--- src/rtl/acpp_pkg.sv ---
package acpp_pkg;

	localparam int BYTE_W      = 8;
	localparam int COORD_W     = 10;
	localparam int OFFS_W      = 11;
	localparam int DIGIT_W     = 4;
	localparam int CFG_INDEX_W = 8;
	localparam int CFG_DATA_W  = 10;
	localparam int OUT_DATA_W  = 48;
	localparam int ACC_W       = 14;

	localparam logic [BYTE_W-1:0] CHAR_LF    = 8'h0A;
	localparam logic [BYTE_W-1:0] CHAR_CR    = 8'h0D;
	localparam logic [BYTE_W-1:0] CHAR_COMMA = 8'h2C;
	localparam logic [BYTE_W-1:0] CHAR_ZERO  = 8'h30;
	localparam logic [BYTE_W-1:0] CHAR_NINE  = 8'h39;

	localparam logic [COORD_W-1:0] COORD_MAX  = 10'd1023;
	localparam logic [COORD_W-1:0] LIMIT_RST  = 10'd240;
	localparam logic [COORD_W-1:0] CENTRE_RST = 10'd120;

	localparam logic [CFG_INDEX_W-1:0] REG_LIMIT_X  = 8'd0;
	localparam logic [CFG_INDEX_W-1:0] REG_LIMIT_Y  = 8'd1;
	localparam logic [CFG_INDEX_W-1:0] REG_CENTRE_X = 8'd2;
	localparam logic [CFG_INDEX_W-1:0] REG_CENTRE_Y = 8'd3;

	typedef enum logic [1:0] {
		TOK_DIGIT = 2'b00,
		TOK_COMMA = 2'b01,
		TOK_EOL   = 2'b10
	} tok_kind_t;

	typedef struct packed {
		tok_kind_t           kind;
		logic [DIGIT_W-1:0]  digit;
	} token_t;

	typedef struct packed {
		logic [COORD_W-1:0] limit_x;
		logic [COORD_W-1:0] limit_y;
		logic [COORD_W-1:0] centre_x;
		logic [COORD_W-1:0] centre_y;
	} cfg_t;

	// Declared from the top bit down, so target_found lands in bit 0.
	typedef struct packed {
		logic [OFFS_W-1:0]  offset_y;
		logic [OFFS_W-1:0]  offset_x;
		logic [COORD_W-1:0] coord_y;
		logic [COORD_W-1:0] coord_x;
		logic               target_found;
	} result_t;

	localparam int PAD_W = OUT_DATA_W - $bits(result_t);

	// Decimal shift-in of one digit, saturating at the field maximum.
	function automatic logic [COORD_W-1:0] acc_digit(input logic [COORD_W-1:0] acc,
		input logic [DIGIT_W-1:0] d);
		logic [ACC_W-1:0] v;
		v = ACC_W'(acc) * ACC_W'(10) + ACC_W'(d);
		return (v > ACC_W'(COORD_MAX)) ? COORD_MAX : v[COORD_W-1:0];
	endfunction

endpackage

--- src/rtl/acpp_front.sv ---
module acpp_front (
	input  logic                          in_valid,
	input  logic [acpp_pkg::BYTE_W-1:0]   in_byte,
	input  logic                          fifo_full,
	output logic                          in_ready,
	output logic                          push,
	output acpp_pkg::token_t              token
);
	import acpp_pkg::*;

	logic keep;

	always_comb begin
		token.kind  = TOK_DIGIT;
		token.digit = in_byte[DIGIT_W-1:0];
		keep        = 1'b0;
		if (in_byte == CHAR_LF || in_byte == CHAR_CR) begin
			token.kind = TOK_EOL;
			keep       = 1'b1;
		end else if (in_byte == CHAR_COMMA) begin
			token.kind = TOK_COMMA;
			keep       = 1'b1;
		end else if (in_byte >= CHAR_ZERO && in_byte <= CHAR_NINE) begin
			keep = 1'b1;
		end
	end

	// Ignored bytes are taken but never reach the queue.
	assign in_ready = !fifo_full;
	assign push     = in_valid && in_ready && keep;

endmodule

--- src/rtl/acpp_fifo.sv ---
module acpp_fifo (
	input  logic             clk,
	input  logic             arst_n,
	input  logic             push,
	input  acpp_pkg::token_t wr_token,
	input  logic             pop,
	output logic             full,
	output logic             not_empty,
	output acpp_pkg::token_t rd_token
);
	import acpp_pkg::*;

	token_t     mem_q [2];
	logic       wr_ptr_q;
	logic       rd_ptr_q;
	logic [1:0] count_q;

	assign full      = (count_q == 2'd2);
	assign not_empty = (count_q != 2'd0);
	assign rd_token  = mem_q[rd_ptr_q];

	always_ff @(posedge clk or negedge arst_n) begin
		if (!arst_n) begin
			wr_ptr_q <= 1'b0;
			rd_ptr_q <= 1'b0;
			count_q  <= 2'd0;
		end else begin
			if (push)
				wr_ptr_q <= !wr_ptr_q;
			if (pop)
				rd_ptr_q <= !rd_ptr_q;
			if (push && !pop)
				count_q <= count_q + 2'd1;
			else if (pop && !push)
				count_q <= count_q - 2'd1;
		end
	end

	always_ff @(posedge clk) begin
		if (push)
			mem_q[wr_ptr_q] <= wr_token;
	end

endmodule

--- src/rtl/acpp_back.sv ---
module acpp_back #(
	parameter int BUFFER_BYTES = 32
) (
	input  logic              clk,
	input  logic              arst_n,
	input  logic              tok_valid,
	input  acpp_pkg::token_t  token,
	input  acpp_pkg::cfg_t    cfg,
	input  logic              out_ready,
	output logic              pop,
	output logic              out_valid,
	output acpp_pkg::result_t out_result
);
	import acpp_pkg::*;

	localparam int CW = $clog2(BUFFER_BYTES);
	localparam logic [CW-1:0] KEPT_LIMIT = CW'(BUFFER_BYTES - 1);

	logic [COORD_W-1:0] first_value_q;
	logic [COORD_W-1:0] second_value_q;
	logic               comma_seen_q;
	logic               second_closed_q;
	logic [CW-1:0]      kept_count_q;
	logic               out_valid_q;
	result_t            out_result_q;

	logic               can_load;
	logic               emit;
	logic [CW-1:0]      kept_next;
	logic [COORD_W-1:0] cx;
	logic [COORD_W-1:0] cy;
	result_t            res;

	assign can_load  = !out_valid_q || out_ready;
	assign pop       = tok_valid && (token.kind != TOK_EOL || can_load);
	assign kept_next = kept_count_q + CW'(1);
	assign emit      = (kept_count_q != '0) && comma_seen_q;

	always_comb begin
		cx = (first_value_q > cfg.limit_x) ? cfg.limit_x : first_value_q;
		cy = (second_value_q > cfg.limit_y) ? cfg.limit_y : second_value_q;
		res = '0;
		if (first_value_q != '0 || second_value_q != '0) begin
			res.target_found = 1'b1;
			res.coord_x      = cx;
			res.coord_y      = cy;
			res.offset_x     = {1'b0, cx} - {1'b0, cfg.centre_x};
			res.offset_y     = {1'b0, cy} - {1'b0, cfg.centre_y};
		end
	end

	always_ff @(posedge clk or negedge arst_n) begin
		if (!arst_n) begin
			first_value_q   <= '0;
			second_value_q  <= '0;
			comma_seen_q    <= 1'b0;
			second_closed_q <= 1'b0;
			kept_count_q    <= '0;
		end else if (pop) begin
			unique case (token.kind) inside
				TOK_EOL: begin
					first_value_q   <= '0;
					second_value_q  <= '0;
					comma_seen_q    <= 1'b0;
					second_closed_q <= 1'b0;
					kept_count_q    <= '0;
				end
				TOK_COMMA, TOK_DIGIT: begin
					// A line reaching BUFFER_BYTES-1 kept tokens has its state cleared.
					if (kept_next == KEPT_LIMIT) begin
						first_value_q   <= '0;
						second_value_q  <= '0;
						comma_seen_q    <= 1'b0;
						second_closed_q <= 1'b0;
						kept_count_q    <= '0;
					end else begin
						kept_count_q <= kept_next;
						if (token.kind == TOK_COMMA) begin
							if (!comma_seen_q)
								comma_seen_q <= 1'b1;
							else
								second_closed_q <= 1'b1;
						end else if (!comma_seen_q) begin
							first_value_q <= acc_digit(first_value_q, token.digit);
						end else if (!second_closed_q) begin
							second_value_q <= acc_digit(second_value_q, token.digit);
						end
					end
				end
				default: begin
				end
			endcase
		end
	end

	always_ff @(posedge clk or negedge arst_n) begin
		if (!arst_n)
			out_valid_q <= 1'b0;
		else if (pop && token.kind == TOK_EOL && emit)
			out_valid_q <= 1'b1;
		else if (out_ready)
			out_valid_q <= 1'b0;
	end

	always_ff @(posedge clk) begin
		if (pop && token.kind == TOK_EOL && emit)
			out_result_q <= res;
	end

	assign out_valid  = out_valid_q;
	assign out_result = out_result_q;

endmodule

--- src/rtl/ascii_coordinate_pair_parser_unit.sv ---
// Channel   Direction  Signals                                   Content
// s_axis    in         s_tvalid s_tready s_tdata[7:0]            rx_byte
// m_axis    out        m_tvalid m_tready m_tdata[47:0]           result (see port)
// cfg       in         cfg_valid cfg_ready cfg_index cfg_data    register write
//
// One byte is taken per cycle while the queue is not full; a CR or LF byte ending a
// reporting line passes through a queue entry, then the output register, to m_tvalid.
// The front classifies bytes, the back accumulates and builds results.
// The output register stalls only the back; the queue lets the front keep taking
// bytes until it fills. arst_n clears line state and loads the register defaults.
module ascii_coordinate_pair_parser_unit #(
	parameter int BUFFER_BYTES = 32
) (
	input  logic                                 clk,
	input  logic                                 arst_n,
	input  logic                                 s_tvalid,
	output logic                                 s_tready,
	input  logic [acpp_pkg::BYTE_W-1:0]          s_tdata,   // [7:0] rx_byte
	output logic                                 m_tvalid,
	input  logic                                 m_tready,
	// [0] target_found, [10:1] coord_x, [20:11] coord_y, [31:21] offset_x,
	// [42:32] offset_y, [47:43] zero
	output logic [acpp_pkg::OUT_DATA_W-1:0]      m_tdata,
	input  logic                                 cfg_valid,
	output logic                                 cfg_ready,
	input  logic [acpp_pkg::CFG_INDEX_W-1:0]     cfg_index,
	input  logic [acpp_pkg::CFG_DATA_W-1:0]      cfg_data
);
	import acpp_pkg::*;

	cfg_t    cfg_q;
	token_t  front_token;
	token_t  queue_token;
	logic    push;
	logic    pop;
	logic    fifo_full;
	logic    fifo_not_empty;
	result_t result;

	assign cfg_ready = 1'b1;

	always_ff @(posedge clk or negedge arst_n) begin
		if (!arst_n) begin
			cfg_q.limit_x  <= LIMIT_RST;
			cfg_q.limit_y  <= LIMIT_RST;
			cfg_q.centre_x <= CENTRE_RST;
			cfg_q.centre_y <= CENTRE_RST;
		end else if (cfg_valid && cfg_ready) begin
			unique case (cfg_index)
				REG_LIMIT_X:  cfg_q.limit_x  <= cfg_data;
				REG_LIMIT_Y:  cfg_q.limit_y  <= cfg_data;
				REG_CENTRE_X: cfg_q.centre_x <= cfg_data;
				REG_CENTRE_Y: cfg_q.centre_y <= cfg_data;
				default: begin
				end
			endcase
		end
	end

	acpp_front u_front (
		.in_valid  (s_tvalid),
		.in_byte   (s_tdata),
		.fifo_full (fifo_full),
		.in_ready  (s_tready),
		.push      (push),
		.token     (front_token)
	);

	acpp_fifo u_fifo (
		.clk       (clk),
		.arst_n    (arst_n),
		.push      (push),
		.wr_token  (front_token),
		.pop       (pop),
		.full      (fifo_full),
		.not_empty (fifo_not_empty),
		.rd_token  (queue_token)
	);

	acpp_back #(
		.BUFFER_BYTES (BUFFER_BYTES)
	) u_back (
		.clk        (clk),
		.arst_n     (arst_n),
		.tok_valid  (fifo_not_empty),
		.token      (queue_token),
		.cfg        (cfg_q),
		.out_ready  (m_tready),
		.pop        (pop),
		.out_valid  (m_tvalid),
		.out_result (result)
	);

	assign m_tdata = {PAD_W'(0), result};

endmodule

--- config.mk ---
export PLATFORM = sky130hd
export DESIGN_NAME = ascii_coordinate_pair_parser_unit
export DESIGN_NICKNAME = d
export VERILOG_FILES = /design/src/rtl/acpp_pkg.sv /design/src/rtl/acpp_front.sv /design/src/rtl/acpp_fifo.sv /design/src/rtl/acpp_back.sv /design/src/rtl/ascii_coordinate_pair_parser_unit.sv
export SDC_FILE = /design/constraint.sdc
export NUM_CORES = 1
export LEC_CHECK = 0
export BUFFER_PORTS_ARGS = -buffer_cell sky130_fd_sc_hd__buf_2
export CORE_ASPECT_RATIO = 0.7
export CORE_MARGIN = 2
export CORE_UTILIZATION = 40
export CTS_BUF_LIST = sky130_fd_sc_hd__clkbuf_4 sky130_fd_sc_hd__clkbuf_8
export DETAILED_ROUTE_END_ITERATION = 10
export GPL_ROUTABILITY_DRIVEN = 1
export SLEW_MARGIN = 20
export SYNTH_ARGS = -nofsm -noshare
export SYNTH_HDL_FRONTEND = slang
export SYNTH_SLANG_ARGS = --single-unit
--- constraint.sdc ---
create_clock -name clk -period 7.7 [get_ports clk]
set_input_delay 0.77 -clock clk [delete_from_list [all_inputs] [get_ports clk]]
set_output_delay 0.77 -clock clk [all_outputs]
set_load 0.05 [all_outputs]
-- Word-level counts from Yosys, hierarchy flattened
Memory sizes are Yosys's and may differ from the RTL's.
Index checks and enable logic that the tools add are counted.
- add/subtract/negate cells: 7
- $mul: 2
- order comparisons: 6
- equality and inequality tests: 16
- multiplexer cells: 34
- reduce and logical (&&, ||, !) cells: 38
- operators with widths (operator ; number):
    10-bit 2-to-1 mux ; 11
    10-bit case mux with 2 select lines ; 2
    14-bit by 4-bit adder with 14-bit output ; 2
    14-bit by 10-bit > comparator with 1-bit output, second input constant ; 2
    10-bit by 3-bit multiplier with 13-bit output, second input constant ; 2
    10-bit by 10-bit subtractor with 11-bit output ; 2
    10-bit > comparator ; 2
    10-bit nonzero test ; 2
    8-bit by 2-bit == test with 1-bit output, second input constant ; 2
    8-bit by 4-bit == test with 1-bit output, second input constant ; 2
    1-bit 2-to-1 mux ; 14
    5-bit case mux with 2 select lines ; 1
    2-bit AND reduction ; 5
    1-bit logical AND ; 9
    3-bit inequality test, second input constant ; 3
    8-bit by 1-bit == test with 1-bit output, second input constant ; 1
    8-bit by 6-bit == test with 1-bit output, second input constant ; 1
    8-bit by 6-bit >= comparator with 1-bit output, second input constant ; 1
    8-bit by 6-bit less-or-equal comparator with 1-bit output, second input constant ; 1
    8-bit logical NOT ; 1
    4-bit AND reduction ; 2
    2-bit nonzero test ; 4
    1-bit logical NOT ; 6
    2-bit 2-to-1 mux ; 3
    16 further kinds ; 22
- register bits after elaboration: 115
- memory bits (writable): 12
- input bits: 31
- output and inout bits: 51
- memories kept: 1
- memory list (name ; depth ; width ; read ports ; clocked after Yosys merged registers in ; write ports ; line ; text):
    u_fifo.mem_q ; 2 ; 6 ; 1 ; 0 ; 1 ; acpp_fifo.sv:13 ; token_t mem_q [2];

-- Logic depth before layout (Yosys ltp)
Gate-level depths: netlist of run 1.
- depth in word-level cells: 10
- mapped depth: 20
- gate-level depth less buffers: 20

-- Cells and area by module
From an unflattened synthesis of run 1, not the netlist that was laid out.
- cell total of the unflattened synthesis: 751
- area total of the unflattened synthesis: 8276.7 µm²
- modules (own cells, without submodules) (module ; times used ; cells an instance ; area an instance (µm²) ; sequential area each (µm²)):
    acpp_back ; 1 ; 604 ; 5899.4 ; 1991.9
    ascii_coordinate_pair_parser_unit ; 1 ; 97 ; 1616.6 ; 1021.0
    acpp_fifo ; 1 ; 35 ; 630.6 ; 460.4
    acpp_front ; 1 ; 15 ; 130.1 ; 0.0

-- Least setup slack after synthesis of run 1
No wires, ideal clock.
- kind: input to register
- start: in m_tready
- end: reg u_back.out_result_q (netlist bit u_back.out_result[0]) (enable)
- library setup time: 498 ps
- arrival: 3963 ps
- setup slack: 3239 ps
- cell stages on the path: 2
- buffers on the path: 0
- cell sequence: o32ai_1 > nor3_1
- cells in the longest elaborated chain, start to end: 5
- ends and longest elaborated chain (what ; line ; text):
    start, declared ; ascii_coordinate_pair_parser_unit.sv:20 ; input logic m_tready,
    1-bit logical OR ; acpp_back.sv:34 ; assign can_load = !out_valid_q || out_ready;
    1-bit logical OR ; acpp_back.sv:35 ; assign pop = tok_valid && (token.kind != TOK_EOL || can_load);
    1-bit logical AND ; acpp_back.sv:35 ;
    1-bit logical AND (2 in a row) ; acpp_back.sv:106 ; if (pop && token.kind == TOK_EOL && emit)
    end signal, assigned ; acpp_back.sv:107 ; out_result_q <= res;
    end, declared ; acpp_back.sv:25 ; result_t out_result_q;
Every way passes these cells.
A chain may end at the register's enable or synchronous reset.

-- Final worst setup path of run 1
- start: reg cfg_q[34] in the netlist's numbering
- end: reg u_back.out_result_q (netlist bit u_back.out_result[29]) (data pin)
- cells in the longest elaborated chain, start to end: 3
- ends and longest elaborated chain (what ; line ; text):
    start, declared ; ascii_coordinate_pair_parser_unit.sv:31 ; cfg_t cfg_q;
    10-bit > comparator ; acpp_back.sv:40 ; cx = (first_value_q > cfg.limit_x) ? cfg.limit_x : first_value_q;
    10-bit 2-to-1 mux (*) ; acpp_back.sv:40 ;
    10-bit by 10-bit subtractor with 11-bit output (*) ; acpp_back.sv:47 ; res.offset_x = {1'b0, cx} - {1'b0, cfg.centre_x};
Mark *: on every way between the ends. The rest lies on a longest branch, timed or not.

==> impl_metrics.json, run 1 <==
{
  "status": "finished, final reports clean",
  "floorplan.initialDensity": 0.409,
  "finalHoldViolations": 0,
  "clkSinkCount": 127,
  "dieHeight_um": 123,
  "cts-root-buf": "clkbuf_8",
  "fin_crit_ps": 4320,
  "crit_fanout": 10,
  "worst-setup-path-type": "flop to flop",
  "synthCells": 761,
  "ir_drop_mv": 0.180,
  "maxCapViolCount": 0,
  "wl_per_cell_um": 15.9,
  "clk_pin_slew_ps": 90,
  "arrival_ps": 4530,
  "layout-drive-gt1-share": 0.239,
  "final.setup.tns_ps": 0,
  "power_density_nw_per_um2": 389,
  "hold_slack_ps": 494,
  "vias": 5691,
  "worst_pin_slew_ps": 1040,
  "rsz0062_at_grt": "false",
  "die_area_um2": 21500,
  "wl_um": 17900,
  "dpl_cell_area_um2": 8780,
  "cpPeakStageDelay_ps": 530,
  "synth_edf_count": 55,
  "gp_congestion": 0.796,
  "period_share": 0.561,
  "start_kind": "flop",
  "path_cells": "inv_1 -> ha_1 -> and3_1 -> a221o_1 -> a211o_1 -> o21ai_2 -> mux2i_1 -> ha_1 -> inv_1 -> fa_1 -> nand2_1 -> nand2_1 -> a21oi_1 -> o21bai_1 -> a21oi_1 -> o21ai_0 -> xnor2_1 -> nor2_1",
  "ys_types": 71,
  "postSynthAreaPerCell_um2": 10.7,
  "finalNetCount": 963,
  "synthMostInstantiatedCell": "ha_1",
  "grt_max_degree": 73,
  "h-tree-depth": 4,
  "overflow": 0,
  "drt_iter0_drc": 361,
  "first_pass_iters": 5,
  "gr-usage-all-layers": 0.174,
  "relSlewSlack": 0.304,
  "yosysSeqAreaShare": 0.428,
  "synth_top_area_share": 0.203,
  "area_growth_pct": 13.0,
  "synth_flop_cell": "dfrtp_1",
  "ios": 82,
  "post_cts_buffers": 0,
  "setup_violations": 0,
  "stdcell_count": 1127,
  "remaining_drc_errors": 0,
  "syn_area_um2": 8120,
  "synthArstFlopShare": 0.567,
  "synth_area_leaders": "edfxtp_1 (20%), dfrtp_1 (17%), ha_1 (13%)",
  "antenna_found_initial": 0,
  "fmax_ghz": 0.231,
  "worst-path-buf-inv": 2,
  "power.leakage_nw": 4.22,
  "drv_slew": 0,
  "yosys.area.top_type": "edfxtp_1",
  "insertion_delay_ps": 460,
  "avgViaCountPerCell": 5.05,
  "portBuffers": 75,
  "crit_required_ps": 7910,
  "cpMaxStageDelayCell": "dfstp_2",
  "synth-seq-cells": 127,
  "dp_hpwl_um": 13300,
  "final_antenna_net_count": 0,
  "setup.worst_path.end_class": "flop",
  "dpl.cell_count": 1095,
  "min_path_type": "flop to flop",
  "die_w_um": 174,
  "synthTopCellsByCount": "ha_1 (82), inv_1 (65), nand2_1 (60)",
  "fin_area_um2": 9180,
  "grt_pass1_vias": 5437,
  "dp_slack_ps": 3470,
  "core_um2": 19900,
  "cts_tree": "built",
  "cts-buffers-inserted": 17,
  "setup_ws_ps": 3380,
  "cp_top_family": "compound AO/OA/AOI/OAI gates",
  "cts_resized": 0,
  "ys_warn_count": 0,
  "skew_ps": 19.0,
  "rows": 43,
  "antenna_cells": 0,
  "cts_buffer_depth": 2,
  "ctsHoldBuffers": 0,
  "grt_pass1_wl_um": 29000
}
## sequential cells by signal, summed over array words and instances (netlist names)
register                cells
u_back.out_result          43
cfg_q                      40
u_fifo.mem_q               12
u_back.first_value_q       10
u_back.second_value_q      10
u_back.kept_count_q         5
u_fifo.count_q              2
u_back.comma_seen_q         1
u_back.out_valid            1
u_back.second_closed_q      1
u_fifo.rd_ptr_q             1
u_fifo.wr_ptr_q             1
## kinds of logic (layout without fill, tap and decap cells)
group           count (synthesis)  after routing  share of synthesized area
flops                         127            127                      0.428
xor+xnor                       42             42                     0.0494
buf+inv                        83            175                     0.0424
simple gates                  214            214                      0.136
fa+ha+maj                      88             88                      0.141
other cells                     2              6                   0.000924
compound gates                145            145                      0.120
mux                            60             60                     0.0826
## where the power goes
part           total, mW  leakage (nW)  internal, mW  switching (mW)
sequential          1.04          1.41         0.904           0.140
clock              0.596         0.208         0.320           0.277
combinational       1.93          2.61         0.775            1.15
total               3.57          4.22          2.00            1.57
## layout by cell type, fill, tap and decap left out, types with 10 or more instances in the layout
cell type and instances:
inv_1 65, nor2b_1 10, a21oi_1 32, o21ai_1 17
nor3_1 11, nand2_1 60, nor2_1 49, ha_1 82
dfstp_2 16, xor2_1 14, mux2_2 55, clkbuf_8 19
nand3_1 11, and2_1 23, a21o_1 11, buf_2 75
a22oi_1 10, xnor2_1 25, edfxtp_1 55, dfrtp_1 56
o21ai_0 25
## routing by layer
layer	global-route usage	vias to the layer above	wire length [um]
li1	-	2881	-
met1	0.260	2692	9480
met2	0.248	110	7450
met3	0.0434	8	822
met4	0.0467	0	147
met5	0	-	0
## final timing paths
check | start | depth (start not counted) | endpoint | slack, ps
setup / recovery | cfg_q[34] | 18 | u_back.out_result[29] | 3380
hold / removal | u_fifo.wr_ptr_q | 1 | u_fifo.wr_ptr_q | 490
setup reg to reg | cfg_q[34] | 18 | u_back.out_result[29] | 3380
hold reg to reg | u_fifo.wr_ptr_q | 1 | u_fifo.wr_ptr_q | 490
max in group asynchronous | arst_n | 2 | cfg_q[2] | 6520
min in group asynchronous | arst_n | 2 | u_fifo.wr_ptr_q | 520
## area by class of cell
cell class / instances / area [um^2]
fillers: 1889 / 10700
multi-input cells: 555 / 4330
flip-flops and latches: 127 / 3470
repair buffers: 78 / 398
well taps: 270 / 338
clock buffers: 23 / 292
inverters: 65 / 244
clock inverters: 9 / 110
## metrics by stage
step | total power [mW] | util
after floorplan | 2.54 | -
after global placement | 2.97 | 0.442
after detailed placement | 2.98 | 0.442
after CTS | 3.59 | 0.463
after global routing | 3.88 | 0.463
final | 3.57 | 0.463
(Power assumes the default switching activity.)
==> run 2, diff against run 1 <==
- ABC_AREA: not set -> 1
- clock period: 7.7 -> 4.1 ns (I/O delays scaled with it)
==> run 2 against run 1 <==
Against the previous run:
- non-clock buffer count grew 7
- flip-flop and latch count is the same
- clock-buffer cell count shrank 5
- critical endpoint is now u_back.out_result[40]
- clock skew shrank 6.7 ps
==> impl_metrics.json, run 2 <==
{
  "ios": 82,
  "cts_tree": "built",
  "synth_flop_cell": "dfrtp_1",
  "floorplan.initialDensity": 0.411,
  "cts_resized": 0,
  "overflow": 0,
  "die_area_um2": 22700,
  "first_pass_iters": 5,
  "dieHeight_um": 127,
  "wl_um": 19800,
  "core_um2": 20900,
  "vias": 7078,
  "avgViaCountPerCell": 4.82,
  "crit_required_ps": 4300,
  "finalHoldViolations": 0,
  "drt_iter0_drc": 414,
  "antenna_cells": 0,
  "layout-drive-gt1-share": 0.147,
  "final_antenna_net_count": 0,
  "final.setup.tns_ps": 0,
  "worst-path-buf-inv": 3,
  "synthArstFlopShare": 0.567,
  "start_kind": "flop",
  "clk_pin_slew_ps": 90,
  "rsz0062_at_grt": "false",
  "cts-root-buf": "clkbuf_8",
  "synth_area_leaders": "edfxtp_1 (19%), dfrtp_1 (16%), nand2_1 (13%)",
  "drv_slew": 0,
  "insertion_delay_ps": 440,
  "setup_violations": 0,
  "gr-usage-all-layers": 0.184,
  "status": "finished, final reports clean",
  "path_cells": "inv_1 -> ha_1 -> nand4_1 -> nor3_2 -> nor3_2 -> a31o_4 -> o21ai_1 -> ha_1 -> inv_1 -> fa_1 -> nand2_1 -> inv_1 -> o21ai_0 -> nand2_1 -> nand2_1 -> nand2_1 -> a21oi_2 -> o21ai_1 -> o21ai_0 -> a21oi_1",
  "post_cts_buffers": 0,
  "maxCapViolCount": 0,
  "ys_types": 50,
  "antenna_found_initial": 0,
  "final_common_cell": "nand2_1",
  "cpPeakStageDelay_ps": 550,
  "cts_buffer_depth": 2,
  "die_w_um": 179,
  "period_share": 0.915,
  "dp_hpwl_um": 15100,
  "remaining_drc_errors": 0,
  "crit_fanout": 10,
  "cpMaxStageDelayCell": "dfstp_2",
  "area_growth_pct": 13.9,
  "critPathMostFrequentCell": "nand2_1",
  "grt_pass1_vias": 6814,
  "wl_per_cell_um": 13.5,
  "relSlewSlack": 0.346,
  "synthTopCellsByCount": "nand2_1 (300), inv_1 (182), o21ai_0 (91)",
  "arrival_ps": 3950,
  "cp_top_family": "compound AO/OA/AOI/OAI gates",
  "fmax_ghz": 0.267,
  "rows": 44,
  "grt_pass1_wl_um": 33200,
  "fillers": 2102,
  "worst_pin_slew_ps": 981,
  "synthMostInstantiatedCell": "nand2_1",
  "yosys.area.top_type": "edfxtp_1",
  "h-tree-depth": 4,
  "setup.worst_path.end_class": "flop",
  "min_path_type": "primary input to async pin",
  "synth_edf_count": 55,
  "skew_ps": 12.3,
  "synthCells": 1094,
  "yosysSeqAreaShare": 0.404,
  "worst-setup-path-type": "flop to flop",
  "cts-buffers-inserted": 17,
  "synth_top_area_share": 0.192,
  "synth-seq-cells": 127,
  "ys_warn_count": 0,
  "finalNetCount": 1299,
  "syn_area_um2": 8590,
  "postSynthAreaPerCell_um2": 7.85,
  "portBuffers": 75,
  "fin_crit_ps": 3750,
  "largest_register_ffs": 43,
  "grt_max_degree": 73,
  "ctsHoldBuffers": 0,
  "gp_congestion": 0.851,
  "final_cell_mix": "nand2_1 (300), inv_1 (182), o21ai_0 (86)",
  "clkSinkCount": 127
}
-- run 2: layout make-up --
type	count	area [um^2]	share of cell area
multi-input combinational	758	4370	0.447
inverter	191	719	0.0735
tap	276	345	0.0353
sequential	127	3480	0.355
timing repair buffer	85	453	0.0463
clock buffer	18	248	0.0253
clock inverter	14	171	0.0175
-- run 2: worst register-to-register path, stage by stage (launching register included) --
cell and delay, ps:
dfstp_2 550, inv_1 50, ha_1 280, nand4_1 210
nor3_2 260, nor3_2 80, a31o_4 250, o21ai_1 200
ha_1 180, inv_1 70, fa_1 380, nand2_1 70
inv_1 40, o21ai_0 140, nand2_1 90, nand2_1 80
nand2_1 80, a21oi_2 180, o21ai_1 110, o21ai_0 160
a21oi_1 50
-- run 2: cell families after synthesis --
| group | count (synthesis) | share of synthesized area |
|---|---|---|
| muxes | 1 | 0.00117 |
| and+or+nand+nor | 499 | 0.251 |
| adders and majority gates | 88 | 0.133 |
| AOI/OAI and AO/OA | 145 | 0.0935 |
| buffers and inverters | 214 | 0.0970 |
| xor gates and xnor gates | 18 | 0.0184 |
| DFF | 127 | 0.404 |
| other | 2 | 0.000874 |
-- run 2: path summary, 6_finish.rpt --
kind                            start                 endpoint  slack [ps]  cells past startpoint
min in group clk           s_tdata[0]       u_fifo.mem_q[0][0]         200                      1
setup reg to reg            cfg_q[27]    u_back.out_result[40]         350                     20
hold reg to reg              cfg_q[1]                 cfg_q[1]         490                      2
max in group asynchronous      arst_n  u_back.first_value_q[9]        3290                      1
hold / removal                 arst_n                cfg_q[29]         120                      1
setup / recovery            cfg_q[27]    u_back.out_result[40]         350                     20
-- run 2: layer usage --
layer | vias to the layer above | share of wire | track usage | wire length [um]
li1 | 3703 | - | - | -
met1 | 3247 | 0.54 | 0.283 | 10600
met2 | 112 | 0.42 | 0.272 | 8340
met3 | 16 | 0.034 | 0.0306 | 674
met4 | 0 | 0.0092 | 0.0375 | 183
met5 | - | 0 | 0 | 0
-- run 2: per-stage QoR --
| step | worst slack, ps | hold slack, ps | instance area, um^2 | util | instances |
|---|---|---|---|---|---|
| final | 348 | 116 | 9780 | 0.468 | 1469 |
| after global routing | 1.23 | 177 | 9780 | 0.468 | 1469 |
| after CTS | 177 | 137 | 9720 | 0.465 | 1468 |
| after detailed placement | 229 | 473 | 9300 | 0.445 | 1436 |
| after global placement | 362 | 467 | 9300 | 0.445 | 1436 |
| after floorplan | 198 | 114 | 8610 | - | 1098 |
Power of run 2 is left out: the tool's default activity adds up to more than one toggle a clock period on the data nets, which glitch-free logic cannot reach.
